### config.mk
export PLATFORM = sky130hd
export DESIGN_NAME = ordered_list_with_value_search_top
export DESIGN_NICKNAME = d
export VERILOG_FILES = /design/src/ols_pkg.sv /design/src/ols_ram.sv /design/src/ordered_list_with_value_search_top.sv
export SDC_FILE = /design/constraint.sdc
export NUM_CORES = 1
export LEC_CHECK = 0
export BUFFER_PORTS_ARGS = -buffer_cell sky130_fd_sc_hd__buf_4
export CAP_MARGIN = 20
export CORE_MARGIN = 5
export CORE_UTILIZATION = 30
export CTS_CLUSTER_SIZE = 8
export DETAILED_ROUTE_END_ITERATION = 8
export PLACE_DENSITY = 0.43
export SLEW_MARGIN = 10
export SYNTH_ARGS = -nofsm -noshare
export SYNTH_HDL_FRONTEND = slang
export SYNTH_SLANG_ARGS = --single-unit
### constraint.sdc
create_clock -name clk -period 6.3 [get_ports clk]
set_clock_uncertainty 0.05 [all_clocks]
set_input_delay 1.26 -clock clk [delete_from_list [all_inputs] [get_ports clk]]
set_output_delay 1.26 -clock clk [all_outputs]
set_load 0.02 [all_outputs]
### src/ols_pkg.sv
// shared types and codes for the ordered list with value search
`default_nettype none
package ols_pkg;

  // payload widths fixed by the item format
  localparam int OP_W     = 3;
  localparam int VALUE_W  = 32;
  localparam int STATUS_W = 2;
  localparam int COUNT_W  = 5;
  localparam int IN_W     = 40;
  localparam int OUT_W    = 40;

  // operation codes, codes 6 and 7 do nothing
  typedef enum logic [OP_W-1:0] {
    OP_PUSH_FRONT = 3'd0,
    OP_PUSH_BACK  = 3'd1,
    OP_POP_FRONT  = 3'd2,
    OP_DELETE     = 3'd3,
    OP_SEARCH     = 3'd4,
    OP_PEEK_FRONT = 3'd5
  } op_t;

  typedef enum logic [STATUS_W-1:0] {
    ST_OK        = 2'd0,
    ST_EMPTY     = 2'd1,
    ST_NOT_FOUND = 2'd2,
    ST_FULL      = 2'd3
  } status_t;

endpackage
`default_nettype wire

### src/ols_ram.sv
// generic single write port, single read port ram with registered read
`default_nettype none
module ols_ram #(
  parameter int WIDTH = 32,
  parameter int DEPTH = 16
) (
  input  wire logic                     clk,
  input  wire logic                     we,
  input  wire logic [$clog2(DEPTH)-1:0] waddr,
  input  wire logic [WIDTH-1:0]         wdata,
  input  wire logic [$clog2(DEPTH)-1:0] raddr,
  output logic      [WIDTH-1:0]         rdata
);

  logic [WIDTH-1:0] mem [DEPTH];

  always_ff @(posedge clk) begin
    if (we) begin
      mem[waddr] <= wdata;
    end
    rdata <= mem[raddr];
  end

endmodule
`default_nettype wire

### src/ordered_list_with_value_search_top.sv
// bounded ordered list of 32-bit values with push, pop, delete, search and peek
//
//  channel  | direction | tdata fields (lsb first)                          | extra
//  ---------+-----------+---------------------------------------------------+------
//  in_      | slave     | operation[2:0], operand_value[34:3], zero pad     | none
//  out_     | master    | status[1:0], result_value[33:2],                  | none
//           |           | entry_count[38:34], is_empty[39]                  |
//
// one item at a time; a list held in a circular buffer ram, one read port and
// one write port, walked by a small sequencer with one 32-bit equality compare
// push front / push back: ram write at accept, then result load
// pop / peek: ram read, then result load; ops on an empty list, full pushes,
// unused codes: result load only; search: ram read and compare per entry visited,
// then load; delete adds a ram read then write per entry that closes up the gap
// rst_n is synchronous; it clears the count and head, ram contents stay unknown
// a finished result waits in the output register; the next item is taken
// meanwhile, and only its own result load waits for out_tready
`default_nettype none
module ordered_list_with_value_search_top #(
  parameter int CAPACITY = 16
) (
  input  wire logic                       clk,
  input  wire logic                       rst_n,
  input  wire logic                       in_tvalid,
  output logic                            in_tready,
  input  wire logic [ols_pkg::IN_W-1:0]   in_tdata,   // operation[2:0], operand_value[34:3]
  output logic                            out_tvalid,
  input  wire logic                       out_tready,
  output logic      [ols_pkg::OUT_W-1:0]  out_tdata   // status, result_value, entry_count,
                                                      // is_empty
);
  import ols_pkg::*;

  localparam int AW = (CAPACITY > 1) ? $clog2(CAPACITY) : 1;
  localparam int CW = $clog2(CAPACITY + 1);
  localparam logic [AW:0]   CAP_S  = (AW+1)'(CAPACITY);
  localparam logic [AW-1:0] LAST_A = AW'(CAPACITY - 1);
  localparam logic [CW-1:0] CAP_C  = CW'(CAPACITY);

  typedef enum logic [2:0] {
    S_IDLE, S_SCAN, S_CMP, S_SHRD, S_SHWR, S_DONE
  } state_t;

  // logical position to ram address, wrapping around the buffer end
  function automatic logic [AW-1:0] phys(input logic [AW-1:0] head,
                                         input logic [AW-1:0] pos);
    logic [AW:0] s;
    s = {1'b0, head} + {1'b0, pos};
    if (s >= CAP_S) begin
      s = s - CAP_S;
    end
    return s[AW-1:0];
  endfunction

  state_t              state_r, state_nxt;
  op_t                 op_r, op_nxt;
  logic [VALUE_W-1:0]  val_r, val_nxt;
  logic [AW-1:0]       head_r, head_nxt;
  logic [CW-1:0]       count_r, count_nxt;
  logic [AW-1:0]       idx_r, idx_nxt;
  status_t             res_status_r, res_status_nxt;
  logic [VALUE_W-1:0]  res_value_r, res_value_nxt;
  logic                out_valid_r, out_valid_nxt;
  logic [OUT_W-1:0]    out_data_r, out_data_nxt;

  // ram port
  logic                ram_we;
  logic [AW-1:0]       ram_waddr;
  logic [AW-1:0]       ram_raddr;
  logic [VALUE_W-1:0]  ram_wdata;
  logic [VALUE_W-1:0]  ram_rdata;

  logic [AW-1:0]       head_dec;
  logic [AW-1:0]       head_inc;
  logic [CW-1:0]       idx_plus1;
  logic [VALUE_W-1:0]  in_value;
  logic [OP_W-1:0]     in_op;

  assign head_dec  = (head_r == '0) ? LAST_A : head_r - AW'(1);
  assign head_inc  = (head_r == LAST_A) ? '0 : head_r + AW'(1);
  assign idx_plus1 = CW'(idx_r) + CW'(1);
  assign in_op     = in_tdata[OP_W-1:0];
  assign in_value  = in_tdata[OP_W+VALUE_W-1:OP_W];

  assign in_tready  = (state_r == S_IDLE);
  assign out_tvalid = out_valid_r;
  assign out_tdata  = out_data_r;

  always_comb begin
    state_nxt      = state_r;
    op_nxt         = op_r;
    val_nxt        = val_r;
    head_nxt       = head_r;
    count_nxt      = count_r;
    idx_nxt        = idx_r;
    res_status_nxt = res_status_r;
    res_value_nxt  = res_value_r;
    out_valid_nxt  = out_valid_r;
    out_data_nxt   = out_data_r;
    ram_we         = 1'b0;
    ram_waddr      = phys(head_r, idx_r);
    ram_wdata      = val_r;
    ram_raddr      = phys(head_r, idx_r);

    // result taken by the sink
    if (out_valid_r && out_tready) begin
      out_valid_nxt = 1'b0;
    end

    unique case (state_r)
      S_IDLE: begin
        if (in_tvalid) begin
          op_nxt         = op_t'(in_op);
          val_nxt        = in_value;
          idx_nxt        = '0;
          res_status_nxt = ST_OK;
          res_value_nxt  = '0;
          state_nxt      = S_DONE;
          unique case (op_t'(in_op))
            OP_PUSH_FRONT: begin
              if (count_r == CAP_C) begin
                res_status_nxt = ST_FULL;
              end else begin
                // new front goes just before the current head
                ram_we    = 1'b1;
                ram_waddr = head_dec;
                ram_wdata = in_value;
                head_nxt  = head_dec;
                count_nxt = count_r + CW'(1);
              end
            end
            OP_PUSH_BACK: begin
              if (count_r == CAP_C) begin
                res_status_nxt = ST_FULL;
              end else begin
                ram_we    = 1'b1;
                ram_waddr = phys(head_r, count_r[AW-1:0]);
                ram_wdata = in_value;
                count_nxt = count_r + CW'(1);
              end
            end
            OP_POP_FRONT, OP_DELETE, OP_SEARCH, OP_PEEK_FRONT: begin
              if (count_r == '0) begin
                res_status_nxt = ST_EMPTY;
              end else begin
                state_nxt = S_SCAN;
              end
            end
            default: begin
              // unused code: no change, ok status
            end
          endcase
        end
      end

      S_SCAN: begin
        // address for position idx_r is issued by default
        state_nxt = S_CMP;
      end

      S_CMP: begin
        if (op_r == OP_POP_FRONT || op_r == OP_PEEK_FRONT) begin
          res_value_nxt = ram_rdata;
          if (op_r == OP_POP_FRONT) begin
            head_nxt  = head_inc;
            count_nxt = count_r - CW'(1);
          end
          state_nxt = S_DONE;
        end else if (ram_rdata == val_r) begin
          res_value_nxt = val_r;
          if (op_r == OP_SEARCH || idx_plus1 == count_r) begin
            // search hit, or delete of the last entry needs no close-up
            if (op_r != OP_SEARCH) begin
              count_nxt = count_r - CW'(1);
            end
            state_nxt = S_DONE;
          end else begin
            state_nxt = S_SHRD;
          end
        end else if (idx_plus1 == count_r) begin
          res_status_nxt = ST_NOT_FOUND;
          state_nxt      = S_DONE;
        end else begin
          idx_nxt   = idx_plus1[AW-1:0];
          state_nxt = S_SCAN;
        end
      end

      S_SHRD: begin
        // fetch the entry behind the gap
        ram_raddr = phys(head_r, idx_plus1[AW-1:0]);
        state_nxt = S_SHWR;
      end

      S_SHWR: begin
        ram_we    = 1'b1;
        ram_waddr = phys(head_r, idx_r);
        ram_wdata = ram_rdata;
        idx_nxt   = idx_plus1[AW-1:0];
        if (idx_plus1 + CW'(1) == count_r) begin
          count_nxt = count_r - CW'(1);
          state_nxt = S_DONE;
        end else begin
          state_nxt = S_SHRD;
        end
      end

      S_DONE: begin
        // load the result once the output register is free
        if (!out_valid_r || out_tready) begin
          out_valid_nxt = 1'b1;
          out_data_nxt  = {(count_r == '0), COUNT_W'(count_r), res_value_r,
                           res_status_r};
          state_nxt     = S_IDLE;
        end
      end

      default: begin
        state_nxt = S_IDLE;
      end
    endcase
  end

  always_ff @(posedge clk) begin
    if (!rst_n) begin
      state_r     <= S_IDLE;
      head_r      <= '0;
      count_r     <= '0;
      out_valid_r <= 1'b0;
    end else begin
      state_r     <= state_nxt;
      head_r      <= head_nxt;
      count_r     <= count_nxt;
      out_valid_r <= out_valid_nxt;
    end
    op_r         <= op_nxt;
    val_r        <= val_nxt;
    idx_r        <= idx_nxt;
    res_status_r <= res_status_nxt;
    res_value_r  <= res_value_nxt;
    out_data_r   <= out_data_nxt;
  end

  ols_ram #(
    .WIDTH (VALUE_W),
    .DEPTH (CAPACITY)
  ) u_ram (
    .clk   (clk),
    .we    (ram_we),
    .waddr (ram_waddr),
    .wdata (ram_wdata),
    .raddr (ram_raddr),
    .rdata (ram_rdata)
  );

endmodule
`default_nettype wire

==> flow_summary_export.csv, run 1 <==
group,metric,value,unit
clock_tree,post-cts-setup-buffers,0,
final_layout,layoutNonFillerInstCount,2882,
detailed_routing,firstDrtPassIters,5,
floorplan,die-height,310,µm
synthesis,ys_seq_elements,670,
detailed_routing,vias,14200,
place,place_inst,2712,
setup_path,start_kind,"primary input",
sta,tightest_slew,1.00,ns
place,gp_congestion,0.807,
synthesis,syn-num-nets,1525,
clock_tree,cts_root_buf,"clkbuf_16",
setup_path,rr_endpoint,"u_ram.mem[7][12]",
floorplan,std_cell_rows,110,
sta,finalCritPeriodShare,0.713,
synthesis,synth_flop_cell,"edfxtp_1",
synthesis,syn-cell-area,0.0270,mm²
setup_path,crit_arrival,4.74,ns
synthesis,synth_cell_type_count,58,
pwr,total_power,16800,µW
clock_tree,ctsHoldBuffers,0,
sta,finalCriticalPeriod,4.49,ns
clock_tree,cts_tree,"built",
setup_path,rr_worst_depth,8,
detailed_routing,drt_iter0_drc,1082,
clock_tree,clk_pin_slew_worst_paths,0.05,ns
global_route,grt_pass1_vias,14700,
setup_path,setup.worst_path.class,"in2reg",
synthesis,yosys.area_share.simple,0.0354,
sta,fmax,223,MHz
setup_path,rr_startpoint,"count_r[1]",
setup_path,critPathMaxFanout,17,
synthesis,yosysSeqAreaShare,0.728,
job,maxCapViolations,0,
sta,setup_viol,0,
clock_tree,cts_resized,0,
worst_hold_path,min_path_type,"reg2reg",
sta,hold_viol,0,
global_route,antenna_found_initial,2,
clock_tree,cts.sinks,670,
synthesis,yosysWarnings,0,
status,status,"finished clean",
setup_path,cp.required,6.55,ns
pwr,p_per_area,522,mW/mm²
sta,worst_slack,1.81,ns
clock_tree,cts_buffers,93,
final_layout,drive_above_1_share,0.246,
synthesis,synth-edff-count,625,
detailed_routing,viasPerCell,4.93,
final_layout,syn2layout_area_growth,19.4,%
floorplan,fp.dieArea,0.0961,mm²
pwr,vdd_drop_max,376,µV
setup_path,r2r_slack,2.06,ns
sta,finalSetupTns,0,ns
clock_tree,htree_levels,3,
place,dpl_worst_slack,1.17,ns
synthesis,synthAdderAreaFrac,0.0104,
synthesis,async_flop_share,0,
floorplan,initial_utilization,0.301,
setup_path,cp-end-kind,"flip-flop",
synthesis,synth_compound_area_frac,0.0442,
setup_path,startpoint,"in_tdata[2]",
setup_path,endpoint,"u_ram.mem[7][12]",
detailed_routing,ant_nets,0,
sta,timing.hold.ws,0.354,ns
detailed_routing,drcViolationCount,0,
detailed_routing,drt_wl_total,74.1,mm
clock_tree,clk_path_buf_depth,3,
floorplan,die_x,310,µm
sta,timing.slew.headroom,0.316,
floorplan,core-area,0.0897,mm²
global_route,grt_pass1_wl,107,mm
sta,rsz0062_at_grt,"no",
synthesis,synth_top_family_by_area,"multiplexers",
sta,maxSlewViolCount,0,
place,hpwl,43.8,mm
final_layout,n_fill_cell,8396,
final_layout,fin_nets,1695,
global_route,track_usage,0.154,
clock_tree,clock_latency,0.65,ns
synthesis,postSynthAreaPerCell,18.5,µm²
final_layout,multi_input_area,0.00712,mm²
global_route,grt_max_degree,129,
synthesis,synthCells,1461,
synthesis,muxShareOfSynthArea,0.146,
detailed_routing,drt-wirelength-per-cell,25.7,µm
global_route,overflow,0,
pwr,power.static_leakage,0.0109,µW
place,portBuffers,80,
final_layout,seqCellArea,0.0197,mm²
synthesis,synth-xor-area-share,0.0196,
floorplan,pin_count,86,
placed cells by master (no fill, tap or decap), types with 3 or more instances in the layout:
cell	count
nor2_1	29
ha_1	16
o21ai_0	38
mux2i_1	104
a21o_1	8
buf_4	142
mux4_2	128
a21boi_0	5
fa_1	4
dfxtp_1	45
buf_12	8
xnor2_1	11
clkbuf_1	68
xor2_1	42
nor2b_1	4
and2_1	3
or2_2	4
nor2_4	18
nand2_1	108
a22oi_1	60
a31oi_1	4
nor4_1	9
nand2b_1	5
edfxtp_1	625
o31ai_1	3
a21oi_1	50
nand3_1	9
inv_1	8
nand4_1	3
clkbuf_16	94
synthesized netlist by cell type (all sizes together), types with 2 or more instances:
cell | number | area (µm²)
nand2b | 7 | 43.8
o31ai | 3 | 22.5
xor2 | 44 | 400
o22ai | 2 | 12.5
a22oi | 61 | 472
nand2 | 109 | 417
clkbuf | 26 | 97.6
mux4 | 128 | 2880
ha | 16 | 200
dfxtp | 45 | 901
edfxtp | 625 | 18800
xnor2 | 12 | 105
nand4 | 3 | 18.8
fa | 4 | 80.1
and2 | 3 | 18.8
nor3b | 2 | 15.0
a21o | 8 | 60.1
mux2i | 106 | 1060
inv | 9 | 33.8
a21oi | 51 | 255
a31oi | 4 | 25.0
nand3 | 9 | 45.0
o21a | 2 | 15.0
nor2 | 48 | 185
and3b | 2 | 17.5
buf | 49 | 289
nor3 | 3 | 26.3
or2 | 4 | 25.0
nor4 | 11 | 90.1
nor2b | 4 | 25.0
a21boi | 6 | 45.1
o21ai | 39 | 195
and3 | 2 | 12.5
area by class of cell:
type                       instances  area share
inverter                           9     0.00105
tap                             1176      0.0457
multi-input combinational        707       0.221
clock inverter                     7     0.00322
clock buffer                     162      0.0809
timing repair buffer             150      0.0380
sequential                       670       0.610
antenna                            1   0.0000776
report_power, final:
part / switching [µW] / internal (µW) / total (µW)
Clock: 1880 / 2790 / 4670
Combinational: 3420 / 2300 / 5710
Sequential: 369 / 6090 / 6460
flip-flops by register name, summed over array words and instances (netlist names):
signal	cells
u_ram.mem	512
val_r	32
u_ram.rdata	32
count_r	5
out_tvalid	1
out_tdata	40
idx_r	4
state_r	3
res_value_r	32
head_r	4
res_status_r	2
op_r	3
routing by layer:
metal | vias up | GRT usage | wire, µm
met5 | - | 0 | 0
met4 | 0 | 0.0370 | 1100
met3 | 81 | 0.0255 | 3560
met2 | 370 | 0.254 | 36000
met1 | 7535 | 0.216 | 33500
li1 | 6219 | - | -
worst min-delay path by stage:
stage	from	endpoint	slack [ns]	cells after the start
after CTS	res_value_r[20]	out_tdata[22]	0.36	0
after detailed placement	res_value_r[5]	out_tdata[7]	0.36	0
final	res_value_r[20]	out_tdata[22]	0.35	0
after global placement	res_value_r[8]	out_tdata[10]	0.35	0
after global routing	res_value_r[25]	out_tdata[27]	0.37	0
after floorplan	res_status_r[0]	out_tdata[0]	0.35	0
cells by family (layout without fill, tap and decap cells):
logic type,Yosys count,in the layout
AOI/OAI and AO/OA,186,186
xor gates and xnor gates,57,57
adders and majority gates,20,20
buffers and inverters,84,328
DFF,670,670
muxes,235,235
other,0,1
and+or+nand+nor,209,209
worst max-delay path: stages:
cell	delay (ns)
buf_4	0.12
or2_2	0.35
a21oi_1	0.25
and3_1	0.75
mux2i_1	0.22
a21oi_1	0.23
nand2_1	0.29
nor2_4	0.79
buf_4	0.43
stage by stage:
step / util / instance area (µm²)
floorplan: - / 27000
CTS: 0.359 / 32200
global placement: 0.329 / 29500
finish: 0.359 / 32200
global route: 0.359 / 32200
detailed placement: 0.329 / 29500
No activity file was read; power rests on OpenSTA's default activity.
==> run 2, diff against run 1 <==
ABC_AREA = 1   (was default)
clock period = 4.4 ns   (was 6.3 ns; I/O delays follow)
==> run 2 against run 1 <==
Compared with the run above:
- die area grew 1.4%
- register-to-register slack lost 1.3 ns
- critical path depth fell by 1
- global-route usage increased by 0.17 points
- flip-flop and latch count unchanged
==> flow_summary_export.csv, run 2 <==
group,metric,value,unit
synthesis,syn-num-nets,2285,
place,gp_congestion,0.802,
sta,rsz0062_at_grt,"no",
synthesis,synth_area_leaders,"edfxtp_1, nor2_1, o21ai_0",
global_route,grt_pass1_vias,17700,
detailed_routing,ant_nets,0,
floorplan,pin_count,86,
final_layout,fin_nets,2425,
final_layout,layout_commonest_cell,"edfxtp_1",
final_layout,drive_above_1_share,0.129,
sta,finalCriticalPeriod,3.62,ns
detailed_routing,vias,18000,
sta,worst_slack,0.782,ns
sta,fmax,276,MHz
clock_tree,cts_resized,0,
sta,maxSlewViolCount,0,
synthesis,syn-cell-area,0.0274,mm²
sta,setup_viol,0,
synthesis,synth_top_cell_by_area,"edfxtp_1",
sta,finalCritPeriodShare,0.822,
clock_tree,cts_root_buf,"clkbuf_16",
detailed_routing,drt_iter0_drc,1384,
setup_path,crit_arrival,3.88,ns
sta,hold_viol,0,
global_route,overflow,0,
floorplan,initial_utilization,0.304,
floorplan,die_x,312,µm
detailed_routing,drt_wl_total,77.9,mm
clock_tree,cts_buffers,93,
setup_path,setup.worst_path.class,"reg2reg",
synthesis,yosysMostFrequentCell,"edfxtp_1",
synthesis,synth_flop_cell,"edfxtp_1",
setup_path,cp-end-kind,"flip-flop",
floorplan,std_cell_rows,110,
synthesis,synth_cell_type_count,41,
clock_tree,post-cts-setup-buffers,0,
detailed_routing,drt-wirelength-per-cell,21.6,µm
final_layout,final_cell_mix,"edfxtp_1, nor2_1, o21ai_0",
global_route,antenna_found_initial,1,
place,hpwl,46.2,mm
clock_tree,clk_path_buf_depth,3,
floorplan,fp.dieArea,0.0975,mm²
synthesis,yosysSeqAreaShare,0.718,
detailed_routing,viasPerCell,4.99,
global_route,grt_max_degree,139,
synthesis,async_flop_share,0,
floorplan,core-area,0.0903,mm²
final_layout,syn2layout_area_growth,19.5,%
sta,timing.hold.ws,0.364,ns
synthesis,synthCells,2221,
synthesis,ys_seq_elements,670,
floorplan,die-height,312,µm
synthesis,postSynthAreaPerCell,12.3,µm²
worst_hold_path,min_path_type,"reg2reg",
job,maxCapViolations,0,
setup_path,cp.required,4.66,ns
detailed_routing,firstDrtPassIters,5,
synthesis,yosysWarnings,0,
final_layout,final_util,0.363,
clock_tree,ctsHoldBuffers,0,
final_layout,largest-register,"u_ram.mem",
detailed_routing,drcViolationCount,0,
final_layout,n_fill_cell,8738,
place,portBuffers,80,
sta,timing.slew.headroom,0.434,
place,dpl_worst_slack,0.420,ns
global_route,track_usage,0.156,
clock_tree,clk_pin_slew_worst_paths,0.05,ns
setup_path,critPathMaxFanout,22,
sta,tightest_slew,0.849,ns
synthesis,synth_common_cells,"edfxtp_1, nor2_1, o21ai_0",
synthesis,synth.top_cell.area_share,0.685,
clock_tree,cts.sinks,670,
clock_tree,clock_latency,0.64,ns
clock_tree,htree_levels,3,
clock_tree,cts_tree,"built",
status,status,"finished clean",
global_route,grt_pass1_wl,116,mm
setup_path,start_kind,"flip-flop",
synthesis,synth-edff-count,625,
final_layout,largest_reg_flops,512,
[run 2: worst max-delay path, stage by stage, from the launching register on]
cell     delay, ns
dfxtp_1       0.43
ha_1          0.27
fa_1          0.38
xnor2_1       0.19
o22ai_1       0.11
o21ai_0       0.50
nand3_1       0.46
nor2_4        0.61
buf_12        0.30
[run 2: cell type report]
class | instances | area, µm² | area share
sequential | 670 | 19700 | 0.600
multi-input combinational | 1297 | 6900 | 0.211
clock buffer | 154 | 2600 | 0.0793
timing repair buffer | 170 | 1540 | 0.0470
tap | 1176 | 1470 | 0.0449
inverter | 129 | 490 | 0.0150
clock inverter | 6 | 91.3 | 0.00279
antenna | 1 | 2.50 | 0.0000764
[run 2: worst paths after layout]
check,start,endpoint,slack [ns],cells after the start
worst max register to register,count_r[0],u_ram.mem[2][10],0.78,8
worst min-delay path,res_value_r[5],out_tdata[7],0.36,0
worst max-delay path,count_r[0],u_ram.mem[2][10],0.78,8
worst min register to register,res_value_r[5],out_tdata[7],0.36,0
[run 2: cell families after synthesis]
logic type      share of synthesized area
simple gates                       0.0875
buf+inv                            0.0385
xor+xnor                          0.00991
fa+ha+maj                          0.0102
flops                               0.718
compound gates                      0.136
[run 2: layer usage]
layer / vias to the layer above / wire length [µm] / global-route usage
met2: 489 / 36800 / 0.253
met3: 90 / 3700 / 0.0211
met4: 0 / 1490 / 0.0426
li1: 8465 / - / -
met1: 8939 / 35900 / 0.220
met5: - / 0 / 0
[run 2: metrics by stage]
stage | TNS [ns] | instance area, µm² | cells
final | 0 | 32800 | 3603
after global routing | 0 | 32800 | 3602
after CTS | 0 | 32700 | 3599
after detailed placement | 0 | 30000 | 3439
after global placement | 0 | 30000 | 3438
after floorplan | -3.95 | 27400 | 2221
Power of run 2 is left out: the tool's default activity adds up to more than one toggle a clock period on the data nets, which glitch-free logic cannot reach.
